`config.mk`:
```
export PLATFORM = sky130hd
export DESIGN_NAME = wf3_calc
export DESIGN_NICKNAME = d
export VERILOG_FILES = /design/src/rtl/wf3_pkg.sv /design/src/rtl/wf3_calc.sv
export SDC_FILE = /design/constraint.sdc
export NUM_CORES = 2
export LEC_CHECK = 0
export ABC_AREA = 1
export BUFFER_PORTS_ARGS = -buffer_cell sky130_fd_sc_hd__buf_2
export CAP_MARGIN = 0
export CORE_MARGIN = 2
export CORE_UTILIZATION = 60
export CTS_CLUSTER_DIAMETER = 60
export CTS_CLUSTER_SIZE = 25
export DETAILED_ROUTE_END_ITERATION = 6
export GPL_ROUTABILITY_DRIVEN = 0
export HOLD_SLACK_MARGIN = 0.12
export MAX_ROUTING_LAYER = met4
export PLACE_DENSITY = 0.78
export SLEW_MARGIN = 30
export SYNTH_ARGS = -nofsm -noshare
export SYNTH_HDL_FRONTEND = slang
export SYNTH_SLANG_ARGS = --single-unit
```
`constraint.sdc`:
```
create_clock -name clk_i -period 9.7 [get_ports clk_i]
set_clock_uncertainty 0.15 [all_clocks]
set_input_delay 0.97 -clock clk_i [delete_from_list [all_inputs] [get_ports clk_i]]
set_output_delay 0.97 -clock clk_i [all_outputs]
set_load 0.03 [all_outputs]
```
`src/rtl/wf3_pkg.sv`:
```
`timescale 1ns / 1ps
`default_nettype none

package wf3_pkg;

  localparam int PIX_W  = 8;
  localparam int ROW_W  = 12;
  localparam int COL_W  = 11;
  localparam int KERN_W = 63;
  localparam int IDX_W  = 3;

  // Register indexes on the configuration port
  localparam logic [IDX_W-1:0] REG_MODE     = 3'd0;
  localparam logic [IDX_W-1:0] REG_KERN_A   = 3'd1;
  localparam logic [IDX_W-1:0] REG_KERN_B   = 3'd2;
  localparam logic [IDX_W-1:0] REG_WIDTH    = 3'd3;
  localparam logic [IDX_W-1:0] REG_HEIGHT   = 3'd4;

  localparam logic [11:0] WIDTH_RST  = 12'd640;
  localparam logic [12:0] HEIGHT_RST = 13'd480;

  // floor(x / 9) for x <= 2295 as (x * 3641) >> 15
  localparam int MEAN_RECIP = 3641;
  localparam int MEAN_SHIFT = 15;
  localparam int SUM_W      = 12;

  localparam logic [PIX_W-1:0] PIX_MAX  = 8'd255;
  localparam logic [PIX_W-1:0] LVL_1    = 8'd85;
  localparam logic [PIX_W-1:0] LVL_2    = 8'd170;
  localparam logic [PIX_W-1:0] THR_1    = 8'd64;
  localparam logic [PIX_W-1:0] THR_2    = 8'd128;
  localparam logic [PIX_W-1:0] THR_3    = 8'd192;

  typedef enum logic [1:0] {
    MODE_MEAN      = 2'd0,
    MODE_KERNEL    = 2'd1,
    MODE_GRAD      = 2'd2,
    MODE_GRAD_POST = 2'd3
  } mode_e;

  // window pixel k = 3*row + col, row 0 top, col 0 left
  typedef logic [8:0][PIX_W-1:0] pix9_t;
  typedef logic [2:0][PIX_W-1:0] val3_t;

  // per-pixel bookkeeping that travels down the arithmetic pipe
  typedef struct packed {
    logic [2:0]       emit;      // result slots: (r-1,c-1), (r-1,c), (r,c)
    logic             interior;
    logic             frame_end;
    logic [ROW_W-1:0] row;
    logic [COL_W-1:0] col;
    logic [PIX_W-1:0] centre;
    logic [PIX_W-1:0] lo;
    logic [PIX_W-1:0] px;
  } meta_t;

  function automatic logic [PIX_W-1:0] posterize_inv(input logic [PIX_W-1:0] v);
    logic [PIX_W-1:0] x;
    x = ~v;
    if (x < THR_1) return '0;
    else if (x < THR_2) return LVL_1;
    else if (x < THR_3) return LVL_2;
    else return PIX_MAX;
  endfunction

  function automatic logic [PIX_W-1:0] border_val(input mode_e m, input logic [PIX_W-1:0] p);
    logic [PIX_W-1:0] r;
    case (m)
      MODE_MEAN:      r = '0;
      MODE_GRAD_POST: r = posterize_inv(p);
      default:        r = p;
    endcase
    return r;
  endfunction

endpackage

`default_nettype wire

```
`src/rtl/wf3_calc.sv`:
```
`timescale 1ns / 1ps
`default_nettype none

module wf3_calc
  import wf3_pkg::*;
#(
  parameter int COEF_BITS = 7
) (
  input  wire logic              clk_i,
  input  wire logic              rst_ni,
  input  wire logic              en_i,
  input  wire logic              valid_i,
  input  wire pix9_t             win_i,
  input  wire meta_t             meta_i,
  input  wire mode_e             mode_i,
  input  wire logic [KERN_W-1:0] kern_a_i,
  input  wire logic [KERN_W-1:0] kern_b_i,
  output logic                   valid_o,
  output val3_t                  vals_o,
  output meta_t                  meta_o
);

  localparam int PW = COEF_BITS + PIX_W + 1;  // signed coef x unsigned pixel
  localparam int SW = PW + 4;                 // nine-term sum

  // stage A: products
  logic                 a_valid_q;
  meta_t                a_meta_q;
  logic signed [PW-1:0] prod_a_q [9];
  logic signed [PW-1:0] prod_b_q [9];
  logic [SUM_W-1:0]     psum_q, psum_d;

  // stage B: sums
  logic                 b_valid_q;
  meta_t                b_meta_q;
  logic signed [SW-1:0] sa_q, sb_q, sa_d, sb_d;
  logic [SUM_W-1:0]     bsum_q;

  always_comb begin
    psum_d = '0;
    for (int k = 0; k < 9; k++) psum_d = psum_d + SUM_W'(win_i[k]);
  end

  always_ff @(posedge clk_i or negedge rst_ni) begin
    if (!rst_ni) begin
      a_valid_q <= 1'b0;
      b_valid_q <= 1'b0;
    end else if (en_i) begin
      a_valid_q <= valid_i;
      b_valid_q <= a_valid_q;
    end
  end

  always_ff @(posedge clk_i) begin
    if (en_i) begin
      a_meta_q <= meta_i;
      psum_q   <= psum_d;
      for (int k = 0; k < 9; k++) begin
        prod_a_q[k] <= PW'($signed(kern_a_i[k*COEF_BITS +: COEF_BITS]))
                     * PW'($signed({1'b0, win_i[k]}));
        prod_b_q[k] <= PW'($signed(kern_b_i[k*COEF_BITS +: COEF_BITS]))
                     * PW'($signed({1'b0, win_i[k]}));
      end
    end
  end

  always_comb begin
    sa_d = '0;
    sb_d = '0;
    for (int k = 0; k < 9; k++) begin
      sa_d = sa_d + SW'(prod_a_q[k]);
      sb_d = sb_d + SW'(prod_b_q[k]);
    end
  end

  always_ff @(posedge clk_i) begin
    if (en_i) begin
      b_meta_q <= a_meta_q;
      sa_q     <= sa_d;
      sb_q     <= sb_d;
      bsum_q   <= psum_q;
    end
  end

  // final selection
  logic [2*SUM_W-1:0]   mean_prod;
  logic [PIX_W-1:0]     mean_v, single_v, grad_v, inner_v;
  logic signed [SW-1:0] abs_a, abs_b;
  logic [SW:0]          mag;

  always_comb begin
    mean_prod = (2*SUM_W)'(bsum_q) * (2*SUM_W)'(MEAN_RECIP);
    mean_v    = mean_prod[MEAN_SHIFT +: PIX_W];

    if (sa_q < 0) single_v = '0;
    else if (sa_q > SW'(PIX_MAX)) single_v = PIX_MAX;
    else single_v = sa_q[PIX_W-1:0];

    abs_a = (sa_q < 0) ? -sa_q : sa_q;
    abs_b = (sb_q < 0) ? -sb_q : sb_q;
    mag   = (SW+1)'(unsigned'(abs_a)) + (SW+1)'(unsigned'(abs_b));
    grad_v = (mag > (SW+1)'(PIX_MAX)) ? PIX_MAX : mag[PIX_W-1:0];

    case (mode_i)
      MODE_MEAN:      inner_v = mean_v;
      MODE_KERNEL:    inner_v = single_v;
      MODE_GRAD:      inner_v = grad_v;
      MODE_GRAD_POST: inner_v = posterize_inv(grad_v);
      default:        inner_v = grad_v;
    endcase

    vals_o[0] = b_meta_q.interior ? inner_v : border_val(mode_i, b_meta_q.centre);
    vals_o[1] = border_val(mode_i, b_meta_q.lo);
    vals_o[2] = border_val(mode_i, b_meta_q.px);
  end

  assign valid_o = b_valid_q;
  assign meta_o  = b_meta_q;

endmodule

`default_nettype wire

```
After elaboration in Yosys (flattened, before gate mapping)
Memory sizes are Yosys's and may differ from the RTL's.
Cells that the tools add are included.
- muxes and demuxes: 24
- add/sub/neg operators: 27
- bitwise gates (word level): 4
- $mul: 19
- reductions and logical operators: 1
- $lt $le $gt $ge: 16
- eq/ne operators: 3
- operator list (cell ; number):
    multiplier 7 x 9 -> 16 bit ; 18
    adder 20 x 16 -> 20 bit ; 8
    two-way mux 8 bit ; 12
    less-than comparator 8 bit (second input constant) ; 8
    adder 12 x 8 -> 12 bit ; 4
    one-hot mux 8 bit (2 select lines) ; 3
    adder 19 x 16 -> 20 bit ; 2
    less-than comparator 20 x 1 -> 1 bit (second input constant) ; 2
    two-way mux 20 bit ; 2
    negation 20 bit ; 2
    adder 18 x 16 -> 19 bit ; 2
    adder 17 x 16 -> 18 bit ; 2
    adder 16 x 16 -> 17 bit ; 2
    less-than comparator 8 x 7 -> 1 bit (second input constant) ; 4
    NOT 8 bit ; 4
    one-hot mux 8 bit (4 select lines) ; 1
    two-way mux 7 bit ; 4
    multiplier 12 x 12 -> 23 bit (second input constant) ; 1
    adder 20 x 20 -> 21 bit ; 1
    > comparator 21 x 8 -> 1 bit (second input constant) ; 1
    > comparator 20 x 8 -> 1 bit (second input constant) ; 1
    adder 11 x 8 -> 12 bit ; 1
    adder 10 x 8 -> 11 bit ; 1
    adder 9 x 8 -> 10 bit ; 1
    other kinds (5) ; 7
- RAM bits: 288
- flip-flop bits (word level): 170
- output and inout bits: 77
- memories kept: 2
- input port bits: 256
- memories (memory ; depth ; bits a word ; rd ports ; clocked after memory_dff ; write ports ; line ; text):
    prod_a_q ; 9 ; 16 ; 9 ; 0 ; 9 ; wf3_calc.sv:29 ; logic signed [PW-1:0] prod_a_q [9];
    prod_b_q ; 9 ; 16 ; 9 ; 0 ; 9 ; wf3_calc.sv:30 ; logic signed [PW-1:0] prod_b_q [9];

Logic depth before layout (Yosys ltp)
- depth after elaboration: 12
- gate-level depth with buffers: 27

Worst setup path before layout
No wires, ideal clock.
- path type: register to output
- start point: register bsum_q[1]
- end point: output vals_o[5] in the netlist's numbering
- arrival time: 4311 ps
- path slack: 4269 ps
- buffers on the path: 0
- data required time: 8580 ps
- cell stages (with the launch flop): 20
- path through: edfxtp_1 > fa_1 > ha_1 > fa_1 > inv_1 > fa_1 > inv_1 > fa_1 > ha_1 > nand2_1 > inv_1 > a21oi_1 > inv_1 > a21oi_1 > o21ai_0 > nand2_1 > nand2_1 > xor2_1 > a21oi_1 > a21oi_2
- RTL lines (element ; line ; text):
    start, declared ; wf3_calc.sv:37 ; logic [SUM_W-1:0] bsum_q;
    start signal, assigned ; wf3_calc.sv:81 ; bsum_q <= psum_q;
    end, declared ; wf3_calc.sv:19 ; output val3_t vals_o,

==> results by group <==
Detailed routing
  • Total Wirelength: 158,000 um
  • Number of DRC markers in iteration 0: 3,925
  • Detail Route Antenna Nets: 0
  • Total vias in the final route: 45,300
  • Average wire per standard cell: 19.1 um
  • DRC violations left: 0
  • Avg Vias per Cell: 5.46
  • First-pass DRT Iterations: 6

Clock network
  • CTS Root Cell: sky130_fd_sc_hd__clkbuf_16
  • Num CTS Buffers: 38
  • Maximum level of the CTS H-tree: 2
  • TritonCTS clock tree: yes
  • Number of buffers on the longest clock path: 3
  • Number of sinks driven by the clock tree: 458
  • Clock-pin slew on the worst setup and hold paths: 0.09 ns
  • Clock latency on the worst-skew pair: 0.60 ns
  • Number of gates given a new drive strength after cts: 0
  • Count of hold buffers inserted by post-cts repair: 1
  • Post-CTS Repair Setup Buffers: 0

Critical path
  • Count of buffer and inverter cells on the critical path: 6
  • Worst Setup Start Kind: flop
  • Highest-delay cell along the critical path: sky130_fd_sc_hd__edfxtp_1
  • CP Data Arrival Time: 5.35 ns
  • CP max stage delay: 0.46 ns
  • Critical setup path kind: flop to output port
  • Critical Path Most Common Cell: sky130_fd_sc_hd__inv_1
  • Kind of cell adding the most delay to the critical path: simple AND/OR/NAND/NOR gates
  • Logic depth of the worst setup path including buffers: 25
  • Endpoint type of the worst setup path: output port
  • Critical Path RT: 8.58 ns
  • Top fanout value on the critical path: 10
  • Number of cells on the worst reg-to-reg path: 19

GRT
  • Grt ovf: 0
  • GR Util All Layers: 31.8%
  • Pin count of the biggest net entering global routing: 151
  • Number of antenna violations at the first check in global routing: 14
  • Global-route wire length before repair: 252,000 um
  • Number of global-route vias before repair: 47,500

Layout
  • Number of nets in the layout: 8,883
  • Final Core Density: 64.6%
  • Most frequent standard cell in the layout excluding fill and tap cells: sky130_fd_sc_hd__inv_1
  • Commonest cells after routing, fill and taps aside: sky130_fd_sc_hd__inv_1 (1,731), sky130_fd_sc_hd__nand2_1 (1,362), sky130_fd_sc_hd__ha_1 (882), sky130_fd_sc_hd__fa_1 (855), sky130_fd_sc_hd__edfxtp_1 (456)
  • Area added between synthesis and finish: 6.62%
  • Ratio of cells with drive above 1 in the final layout: 6.37%

Synthesis
  • Share of async-settable or async-resettable flops after synthesis: 0.437%
  • Post-synth top area cell: sky130_fd_sc_hd__fa_1
  • Cell types with the largest area share after synthesis: sky130_fd_sc_hd__fa_1 (28%), sky130_fd_sc_hd__edfxtp_1 (22%), sky130_fd_sc_hd__ha_1 (18%)
  • Net count after synthesis: 8,691
  • Post-Syn Area: 61,600 um2
  • Share of the synthesized area in the top cell type: 27.8%
  • Syn avg cell area: 9.20 um2
  • Number of enable flip-flop cells after synthesis: 456
  • Most used DFF post-synth: sky130_fd_sc_hd__edfxtp_1
  • Library cells used by synthesis: 47
  • Synth Register Bits: 458
  • Fraction of the yosys area taken by sequential cells: 22.3%
  • Ys Warns: 0
  • Number of cells produced by synthesis: 6,698

STA
  • Minimum period implied by the final worst setup slack: 6.47 ns
  • Ratio of final minimum period to clock period: 66.7%
  • Count of final max-slew check failures: 0
  • Hold Vio Cnt, Final: 0
  • Post-route worst hold slack: 0.263 ns
  • Sum of negative setup slack: 0 ns
  • Slew at the pin closest to its max-slew limit: 0.990 ns
  • Tightest slew margin relative to the limit: 34.0%
  • RSZ-0062 raised after global routing: false
  • Final number of setup-violating endpoints: 0
  • Fmax: 0.155 GHz

Floorplan
  • Horiz. Die Dim: 324 um
  • Y dimension of the die: 324 um
  • Die ar.: 105,000 um2
  • I/O pin count: 333
  • Effective utilization at floorplan: 60.6%
  • Row cnt: 117
  • Area of the core region: 102,000 um2

Placed design
  • Count of buffers from port buffering: 332
  • Half-perimeter wire length after placement: 132,000 um

Status
  • Outcome: complete, no violations

Flow run
  • Max-cap check violation count: 0

Worst hold path
  • Type of the worst min-delay path: flop to flop
  • Hold path depth: 0
## sequential cells by signal (all words and copies together), names as in the netlist
register and count:
prod_a_q 144, prod_b_q 144, a_meta_q 52, meta_o 52, sa_q 20, sb_q 20
bsum_q 12, psum_q 12, a_valid_q 1, valid_o 1
## area by class of cell
class	count	area (um2)
Antenna cell	12	30.0
Clock buffer	41	983
Clock inverter	28	360
Fill cell	8024	36100
Inverter	1736	6520
Multi-Input combinational cell	4318	40600
Sequential cell	458	13700
Tap cell	1368	1710
Timing Repair Buffer	338	1760
## metal layers
layer	track usage (%)	share of wire, %
met5	-	0
met4	17.6	6.5
met3	5.63	9.7
met2	49.8	46
met1	39.4	38
## per-stage QoR
| stage | setup WS (ns) | area (um2) | std cells |
|---|---|---|---|
| global route | 2.77 | 65700 | 8295 |
| CTS | 3.33 | 65600 | 8286 |
| finish | 3.23 | 65700 | 8299 |
| floorplan | 4.27 | 61600 | 6698 |
| global placement | 4.00 | 64300 | 8216 |
| detailed placement | 3.98 | 64300 | 8216 |
## cells by family (layout without fill, tap and decap cells)
group / Yosys count / after routing / synth area share (%)
xor gates and xnor gates: 299 / 299 / 4.25
DFF: 458 / 458 / 22.3
and+or+nand+nor: 1783 / 1783 / 11.5
adders and majority gates: 1737 / 1737 / 45.7
buffers and inverters: 1922 / 2143 / 11.8
AOI/OAI and AO/OA: 499 / 499 / 4.43
other: 0 / 12 / 0
## cell usage after synthesis, types with 3 or more instances
library cell,n
sky130_fd_sc_hd__o21ai_0,98
sky130_fd_sc_hd__xor2_1,223
sky130_fd_sc_hd__inv_2,3
sky130_fd_sc_hd__nor2_1,227
sky130_fd_sc_hd__clkbuf_1,153
sky130_fd_sc_hd__o31ai_1,4
sky130_fd_sc_hd__edfxtp_1,456
sky130_fd_sc_hd__o2111ai_1,11
sky130_fd_sc_hd__a21boi_0,11
sky130_fd_sc_hd__o211ai_1,6
sky130_fd_sc_hd__nor3_1,23
sky130_fd_sc_hd__nor4_1,6
sky130_fd_sc_hd__nand4_1,16
sky130_fd_sc_hd__nand2_2,5
sky130_fd_sc_hd__o21bai_1,21
sky130_fd_sc_hd__a21oi_1,306
sky130_fd_sc_hd__buf_4,3
sky130_fd_sc_hd__nand3_2,5
sky130_fd_sc_hd__ha_1,882
sky130_fd_sc_hd__a21o_1,12
sky130_fd_sc_hd__clkbuf_2,28
sky130_fd_sc_hd__a211oi_1,4
sky130_fd_sc_hd__o21ai_1,10
sky130_fd_sc_hd__xnor2_1,76
sky130_fd_sc_hd__nand2_1,1362
sky130_fd_sc_hd__inv_1,1731
sky130_fd_sc_hd__a21oi_2,7
sky130_fd_sc_hd__nand3b_1,10
sky130_fd_sc_hd__nor2_2,9
sky130_fd_sc_hd__fa_1,855
sky130_fd_sc_hd__a31oi_1,6
sky130_fd_sc_hd__nand3_1,106
sky130_fd_sc_hd__or2_2,7
## final timing paths
check / from / endpoint / slack (ns)
min: a_meta_q[15]$_DFFE_PP_ / meta_o[15]$_DFFE_PP_ / 0.26
max reg2reg: prod_b_q[0][50]$_DFFE_PP_ / sb_q[18]$_DFFE_PP_ / 4.27
min reg2reg: a_meta_q[15]$_DFFE_PP_ / meta_o[15]$_DFFE_PP_ / 0.26
max: sa_q[0]$_DFFE_PP_ / vals_o[3] / 3.23
min in group asynchronous: rst_ni / valid_o$_DFFE_PN0P_ / 0.54
max in group asynchronous: rst_ni / a_valid_q$_DFFE_PN0P_ / 8.77
Power is not shown: default switching activity piles up to over one toggle a cycle in this logic, so the estimate is an artifact.
